$ cat config.mk
export PLATFORM = sky130hd
export DESIGN_NAME = huffman_code_bit_packer_unit
export DESIGN_NICKNAME = d
export VERILOG_FILES = /design/src/rtl/core/hcbp_pkg.sv /design/src/rtl/core/huffman_code_bit_packer_unit.sv
export SDC_FILE = /design/constraint.sdc
export NUM_CORES = 2
export LEC_CHECK = 0
export BUFFER_PORTS_ARGS = -buffer_cell sky130_fd_sc_hd__buf_2
export CAP_MARGIN = 15
export CORE_ASPECT_RATIO = 1.25
export CORE_MARGIN = 4
export CORE_UTILIZATION = 44
export CTS_CLUSTER_DIAMETER = 200
export DETAILED_ROUTE_END_ITERATION = 10
export PLACE_DENSITY = 0.6
export SLEW_MARGIN = 30
export SYNTH_ARGS = -nofsm -noshare
export SYNTH_HDL_FRONTEND = slang
export SYNTH_SLANG_ARGS = --single-unit
$ cat constraint.sdc
create_clock -name clk -period 7.8 [get_ports clk]
set_clock_uncertainty 0.05 [all_clocks]
set_input_delay 0 -clock clk [delete_from_list [all_inputs] [get_ports clk]]
set_output_delay 0 -clock clk [all_outputs]
set_load 0.02 [all_outputs]
$ cat src/rtl/core/hcbp_pkg.sv
// Package: types and constants shared by the Huffman code bit packer.
`timescale 1ns / 1ps
`default_nettype none

package hcbp_pkg;

  localparam int ALPHABET_SIZE = 256;
  localparam int MAX_CODE_BITS = 8;
  localparam int SYM_AW        = (ALPHABET_SIZE > 1) ? $clog2(ALPHABET_SIZE) : 1;

  localparam logic [1:0] OP_LOAD   = 2'd0;
  localparam logic [1:0] OP_ENCODE = 2'd1;
  localparam logic [1:0] OP_FLUSH  = 2'd2;

  localparam logic [47:0] TOTAL_MAX = 48'hFFFF_FFFF_FFFF;

  typedef struct packed {
    logic [1:0] operation;
    logic [7:0] symbol;
    logic [7:0] code_bits;
    logic [3:0] code_length;
  } in_req_t;

  typedef struct packed {
    logic [7:0]  packed_byte;
    logic [3:0]  valid_bits;
    logic        final_flag;
    logic [47:0] stream_bits;
  } out_rsp_t;

  // one code table entry: length above code
  typedef struct packed {
    logic [3:0] len;
    logic [7:0] code;
  } entry_t;

endpackage

`default_nettype wire

$ cat src/rtl/core/huffman_code_bit_packer_unit.sv
// Top level: Huffman code bit packer with a code table RAM and a one-byte packer.
`timescale 1ns / 1ps
`default_nettype none
// An accepted request is registered in stage 1, then its result in the output register.
// Throughput: one request per cycle unless the output is held; load, encode and flush
// may follow back to back. The code table is a 1R/1W RAM with a registered read; a
// load writes at its accept edge, so an encode of the same symbol next cycle sees it.
// Reset (rst_n low, synchronous) clears the packer, bit counter and valid flags;
// the code table is not cleared and is undefined until loaded.

module huffman_code_bit_packer_unit (
  input  wire                clk,
  input  wire                rst_n,
  input  wire                in_valid,
  output logic               in_stall,
  input  hcbp_pkg::in_req_t  in_data,
  output logic               out_valid,
  input  wire                out_stall,
  output hcbp_pkg::out_rsp_t out_data
);

  // ---------------------------------------------------------------------------
  // Stage 0: accept, table write on load, table read on any request
  // ---------------------------------------------------------------------------
  logic                            in_fire;
  logic                            sym_ok;
  logic [3:0]                      len_c;
  logic [7:0]                      mask_sh;
  hcbp_pkg::entry_t                wr_entry;
  logic [hcbp_pkg::SYM_AW-1:0]     addr;

  hcbp_pkg::entry_t code_table [hcbp_pkg::ALPHABET_SIZE];
  hcbp_pkg::entry_t rd_entry_r;

  // stage 1 request info
  logic       s1_valid_r, s1_valid_nxt;
  logic [1:0] s1_op_r;
  logic       s1_ok_r;
  logic       s1_adv;

  assign in_fire = in_valid && !in_stall;
  assign addr    = in_data.symbol[hcbp_pkg::SYM_AW-1:0];
  assign sym_ok  = ({1'b0, in_data.symbol} < 9'(hcbp_pkg::ALPHABET_SIZE));

  // clamp the length, then drop code bits above it
  always_comb begin
    len_c = (in_data.code_length > 4'(hcbp_pkg::MAX_CODE_BITS)) ?
            4'(hcbp_pkg::MAX_CODE_BITS) : in_data.code_length;
    mask_sh       = 8'hFF << len_c;
    wr_entry.len  = len_c;
    wr_entry.code = in_data.code_bits & ~mask_sh;
  end

  always_ff @(posedge clk) begin
    if (in_fire && sym_ok && (in_data.operation == hcbp_pkg::OP_LOAD)) begin
      code_table[addr] <= wr_entry;
    end
    if (in_fire) begin
      rd_entry_r <= code_table[addr];
    end
  end

  // Stage 1 moves on unless the output register is full and held.
  assign s1_adv   = s1_valid_r && !(out_valid && out_stall);
  assign in_stall = s1_valid_r && !s1_adv;

  always_comb begin
    s1_valid_nxt = s1_valid_r;
    if (in_fire) begin
      s1_valid_nxt = 1'b1;
    end else if (s1_adv) begin
      s1_valid_nxt = 1'b0;
    end
  end

  always_ff @(posedge clk) begin
    if (!rst_n) begin
      s1_valid_r <= 1'b0;
    end else begin
      s1_valid_r <= s1_valid_nxt;
    end
  end

  always_ff @(posedge clk) begin
    if (in_fire) begin
      s1_op_r <= in_data.operation;
      s1_ok_r <= sym_ok;
    end
  end

  // ---------------------------------------------------------------------------
  // Stage 1: bit packer update using the table entry read in the accept cycle
  // ---------------------------------------------------------------------------
  logic [7:0]  partial_r, partial_nxt;
  logic [2:0]  fill_r, fill_nxt;
  logic [47:0] total_r, total_nxt;

  logic [15:0] aligned;     // code at the top of a 16-bit window
  logic [15:0] acc;
  logic [4:0]  new_fill;
  logic [48:0] total_sum;
  logic [47:0] total_sat;

  logic               res_valid;
  hcbp_pkg::out_rsp_t res;

  always_comb begin
    aligned   = {rd_entry_r.code, 8'h00} << (4'd8 - rd_entry_r.len);
    acc       = {partial_r, 8'h00} | (aligned >> fill_r);
    new_fill  = {2'b00, fill_r} + {1'b0, rd_entry_r.len};
    total_sum = {1'b0, total_r} + 49'(rd_entry_r.len);
    total_sat = total_sum[48] ? hcbp_pkg::TOTAL_MAX : total_sum[47:0];
  end

  always_comb begin
    partial_nxt     = partial_r;
    fill_nxt        = fill_r;
    total_nxt       = total_r;
    res_valid       = 1'b0;
    res.packed_byte = acc[15:8];
    res.valid_bits  = 4'd8;
    res.final_flag  = 1'b0;
    res.stream_bits = total_sat;
    if (s1_adv) begin
      unique case (s1_op_r)
        hcbp_pkg::OP_ENCODE: begin
          if (s1_ok_r && (rd_entry_r.len != 4'd0)) begin
            total_nxt = total_sat;
            if (new_fill >= 5'd8) begin
              partial_nxt = acc[7:0];
              fill_nxt    = 3'(new_fill - 5'd8);
              res_valid   = 1'b1;
            end else begin
              partial_nxt = acc[15:8];
              fill_nxt    = new_fill[2:0];
            end
          end
        end
        hcbp_pkg::OP_FLUSH: begin
          // emit the partial byte, zero padded below the filled bits
          if (fill_r != 3'd0) begin
            res_valid       = 1'b1;
            res.packed_byte = partial_r;
            res.valid_bits  = {1'b0, fill_r};
            res.final_flag  = 1'b1;
            res.stream_bits = total_r;
            partial_nxt     = 8'h00;
            fill_nxt        = 3'd0;
          end
        end
        default: begin
          // load already done in stage 0; unused code does nothing
        end
      endcase
    end
  end

  always_ff @(posedge clk) begin
    if (!rst_n) begin
      partial_r <= 8'h00;
      fill_r    <= 3'd0;
      total_r   <= 48'd0;
    end else begin
      partial_r <= partial_nxt;
      fill_r    <= fill_nxt;
      total_r   <= total_nxt;
    end
  end

  // ---------------------------------------------------------------------------
  // Output register
  // ---------------------------------------------------------------------------
  logic out_valid_r, out_valid_nxt;
  hcbp_pkg::out_rsp_t out_data_r;

  always_comb begin
    out_valid_nxt = out_valid_r;
    if (s1_adv) begin
      out_valid_nxt = res_valid;
    end else if (!out_stall) begin
      out_valid_nxt = 1'b0;
    end
  end

  always_ff @(posedge clk) begin
    if (!rst_n) begin
      out_valid_r <= 1'b0;
    end else begin
      out_valid_r <= out_valid_nxt;
    end
  end

  always_ff @(posedge clk) begin
    if (s1_adv && res_valid) begin
      out_data_r <= res;
    end
  end

  assign out_valid = out_valid_r;
  assign out_data  = out_data_r;

endmodule

`default_nettype wire

==> impl_summary.log <==
[metrics] Starting DRT DRC Count: 8,633
[metrics] primary flip-flop cell chosen by synthesis mapping: sky130_fd_sc_hd__edfxtp_1
[metrics] Non-Filler Cell Area, Final: 0.1425 mm^2
[metrics] areal power density over the cells: 252.3 mW/mm^2
[metrics] First-pass DRT Iterations: 6
[metrics] number of synthesis warnings: 0
[metrics] Die Span X: 486.1 um
[metrics] Core Region: 0.2847 mm^2
[metrics] Detailed Place HPWL: 252.9 mm
[metrics] drt via density: 6.287
[metrics] Power Total: 35,940 uW
[metrics] global placement routability congestion: 0.9878
[metrics] post-synthesis to final-layout area growth: 13.30%
[metrics] Final Routed Wirelength: 389.7 mm
[metrics] fin util: 50.04%
[metrics] Yosys reg bits: 3,208
[metrics] Final Cycle Share: 53.85%
[metrics] shortest period the worst path allows: 4.201 ns
[metrics] Die Ht: 605.7 um
[metrics] Port Buf Inserts: 88
[metrics] worst hold path class: input pin to flop
[metrics] CTS sink count: 3,208
[metrics] clock tree buffer depth: 4
[metrics] FP Rows: 219
[metrics] Async SR Flop Fraction: 0%
[metrics] post-route ant nets: 0
[metrics] post-CTS setup-driven buffer insertion count: 0
[metrics] routed length per placed instance: 37.10 um
[metrics] pin count of the biggest net entering global routing: 181
[metrics] Cell Area, Synth: 0.1257 mm^2
[metrics] Post-Place Cell Area: 0.1321 mm^2
[metrics] Layout fillers: 22,623
[metrics] cell types occupying the most area after synthesis: sky130_fd_sc_hd__edfxtp_1, sky130_fd_sc_hd__mux4_2, sky130_fd_sc_hd__mux2i_1, sky130_fd_sc_hd__nor2_1, sky130_fd_sc_hd__dfxtp_1
[metrics] average size of a mapped cell: 20.46 um^2
[metrics] CTS hold repair buffers: 25
[metrics] syn nets: 6,185
[metrics] maximum operating frequency: 238.1 MHz
[metrics] area of the die: 0.2944 mm^2
[metrics] count of unique library cells instantiated by Yosys: 87
[metrics] maximum fanout along the worst path: 17
[metrics] global router's overall resource usage: 26.29%
[metrics] number of hold violations in the final report: 0
[metrics] RSZ-0062 raised after global routing: false
[metrics] nets@finish: 6,540
[metrics] antenna violations before repair: 15
[metrics] worst voltage drop across the vdd grid: 0.0001635 V
[metrics] global-route wire length before repair: 538.3 mm
[metrics] count of flip-flops with a built-in enable after synthesis: 3,147
[metrics] Crit Path Class: flop to flop
[metrics] Slew headroom: 21.85%
[metrics] Seq/Total Area, Yosys: 76.13%
[metrics] final max-slew violation count: 0
[metrics] TNS Setup: 0 ns
[metrics] fin cells: 10,505
[metrics] instance count of the mapped netlist: 6,147
[metrics] Clk Latency, worst-skew pair: 0.88 ns
[metrics] data arrival time of the critical path: 4.78 ns
[metrics] setup violators final: 0
[metrics] Cells after DPL: 9,912
[metrics] ratio of cells with drive above 1 in the final layout: 26.34%
[metrics] number of H-tree branching levels: 5
[metrics] maxcap violations: 0
[metrics] buffer type at the clock tree root: sky130_fd_sc_hd__clkbuf_16
[metrics] cell accounting for the most synthesized area: sky130_fd_sc_hd__edfxtp_1
[metrics] commonest non-fill, non-tap cells in the layout: sky130_fd_sc_hd__edfxtp_1, sky130_fd_sc_hd__mux4_2, sky130_fd_sc_hd__clkbuf_16, sky130_fd_sc_hd__buf_4, sky130_fd_sc_hd__nor2_1
[metrics] total overflow reported by the global router: 0
[metrics] number of global-route vias before repair: 64,974
[metrics] Inserted Clock Buffers: 315
[metrics] top-level I/O count: 89
[metrics] critical path capture point type: flop
[metrics] # resized after CTS: 0
[metrics] leakage component of the power: 0.04208 uW
[metrics] Slew @ Worst Pin: 1.143 ns
[metrics] area share of the leading cell type in the synthesized netlist: 75.16%
[metrics] launching element type of the critical path: flop
[metrics] number of vias in the routed layout: 66,049
[metrics] data required time at the worst endpoint: 8.38 ns
[metrics] most common cell after layout, fill and taps aside: sky130_fd_sc_hd__edfxtp_1
[metrics] CTS tree: built
[metrics] run status: completed
[metrics] CTS clock-pin slew for the worst setup and hold paths: 0.07 ns
[metrics] starting density of the core: 44.17%
[metrics] number of design rule violations left after detail routing: 0
-- layout make-up --
cell class                 instances  area, um^2  share of cell area, %
clock buffer                     391        8486                  5.957
inverter                          27       101.3                0.07114
clock inverter                   163        1480                  1.039
multi-input combinational       2551       28710                  20.15
tap                             3757        4701                  3.300
antenna                            9       22.52                0.01581
sequential                      3208       95720                  67.19
timing repair buffer             399        3236                  2.271
-- Yosys cell counts, drive strengths merged, types with 10 or more instances --
cell type	instances
buf	191
a22o	29
a221oi	11
edfxtp	3147
nor3	43
a31oi	45
o22ai	32
a21oi	145
nand4	40
mux2i	192
and3	28
ha	10
nor2b	31
clkbuf	170
nand2b	12
inv	25
o211ai	15
mux4	758
and2	14
nor2	375
o21ai	58
nand2	237
dfxtp	61
nand3	94
a311oi	16
a211oi	40
mux2	14
nor4	24
a22oi	114
-- report_power, final --
part / internal [uW] / leakage [uW] / switching [uW]
clock network: 8530 / 0.00487 / 6490
logic: 579 / 0.0106 / 1330
registers: 19000 / 0.0266 / 35.0
total: 28100 / 0.0421 / 7860
-- state kept, by name (all words and copies together) (netlist names) --
| name | count |
|---|---|
| code_table | 3072 |
| out_data | 61 |
| total_r | 48 |
| rd_entry_r | 12 |
| partial_r | 8 |
| fill_r | 3 |
| s1_op_r | 2 |
| out_valid | 1 |
| s1_valid_r | 1 |
-- logic make-up after synthesis --
group                      after synthesis  share of synthesized area [%]
buffers and inverters                  388                          1.581
AOI/OAI and AO/OA                      617                          3.373
muxes                                  964                          15.23
xor gates and xnor gates                 5                        0.03483
adders and majority gates               12                         0.1314
and+or+nand+nor                        953                          3.521
DFF                                   3208                          76.13
-- worst paths after layout --
check | startpoint | end | slack [ns] | depth (start not counted)
worst max-delay path | rd_entry_r[8]$_DFFE_PP_ | out_data[7]$_DFFE_PP_ | 3.60 | 9
worst min-delay path | in_data[3] | code_table[69][11]$_DFFE_PP_ | 0.14 | 2
worst max register to register | rd_entry_r[8]$_DFFE_PP_ | out_data[7]$_DFFE_PP_ | 3.60 | 9
worst min register to register | partial_r[1]$_SDFFE_PN0P_ | partial_r[1]$_SDFFE_PN0P_ | 0.45 | 1
-- metal layers --
layer / GRT usage, % / routed length, um
met4: 15.68 / 28360
met1: 33.92 / 142300
met5: 0 / 58
met3: 4.569 / 31480
met2: 42.13 / 187500
-- worst max-delay path, cell delays in order (launching register included) --
cell and delay [ns]:
sky130_fd_sc_hd__edfxtp_1 0.71, sky130_fd_sc_hd__ha_1 0.39, sky130_fd_sc_hd__fa_1 0.41, sky130_fd_sc_hd__a21o_1 0.22
sky130_fd_sc_hd__a21o_1 0.29, sky130_fd_sc_hd__and4_1 0.33, sky130_fd_sc_hd__nand3_1 0.47, sky130_fd_sc_hd__buf_4 0.29
sky130_fd_sc_hd__nand2_1 0.30, sky130_fd_sc_hd__o32a_1 0.45
-- per-stage QoR --
stage	worst slack, ns	hold WS (ns)
after floorplan	-0.1170	0.04887
after CTS	3.625	0.07112
after global placement	2.742	0.1551
after detailed placement	3.245	0.1558
after global routing	3.449	0.1431
final	3.599	0.1404
(Power assumes the default switching activity.)
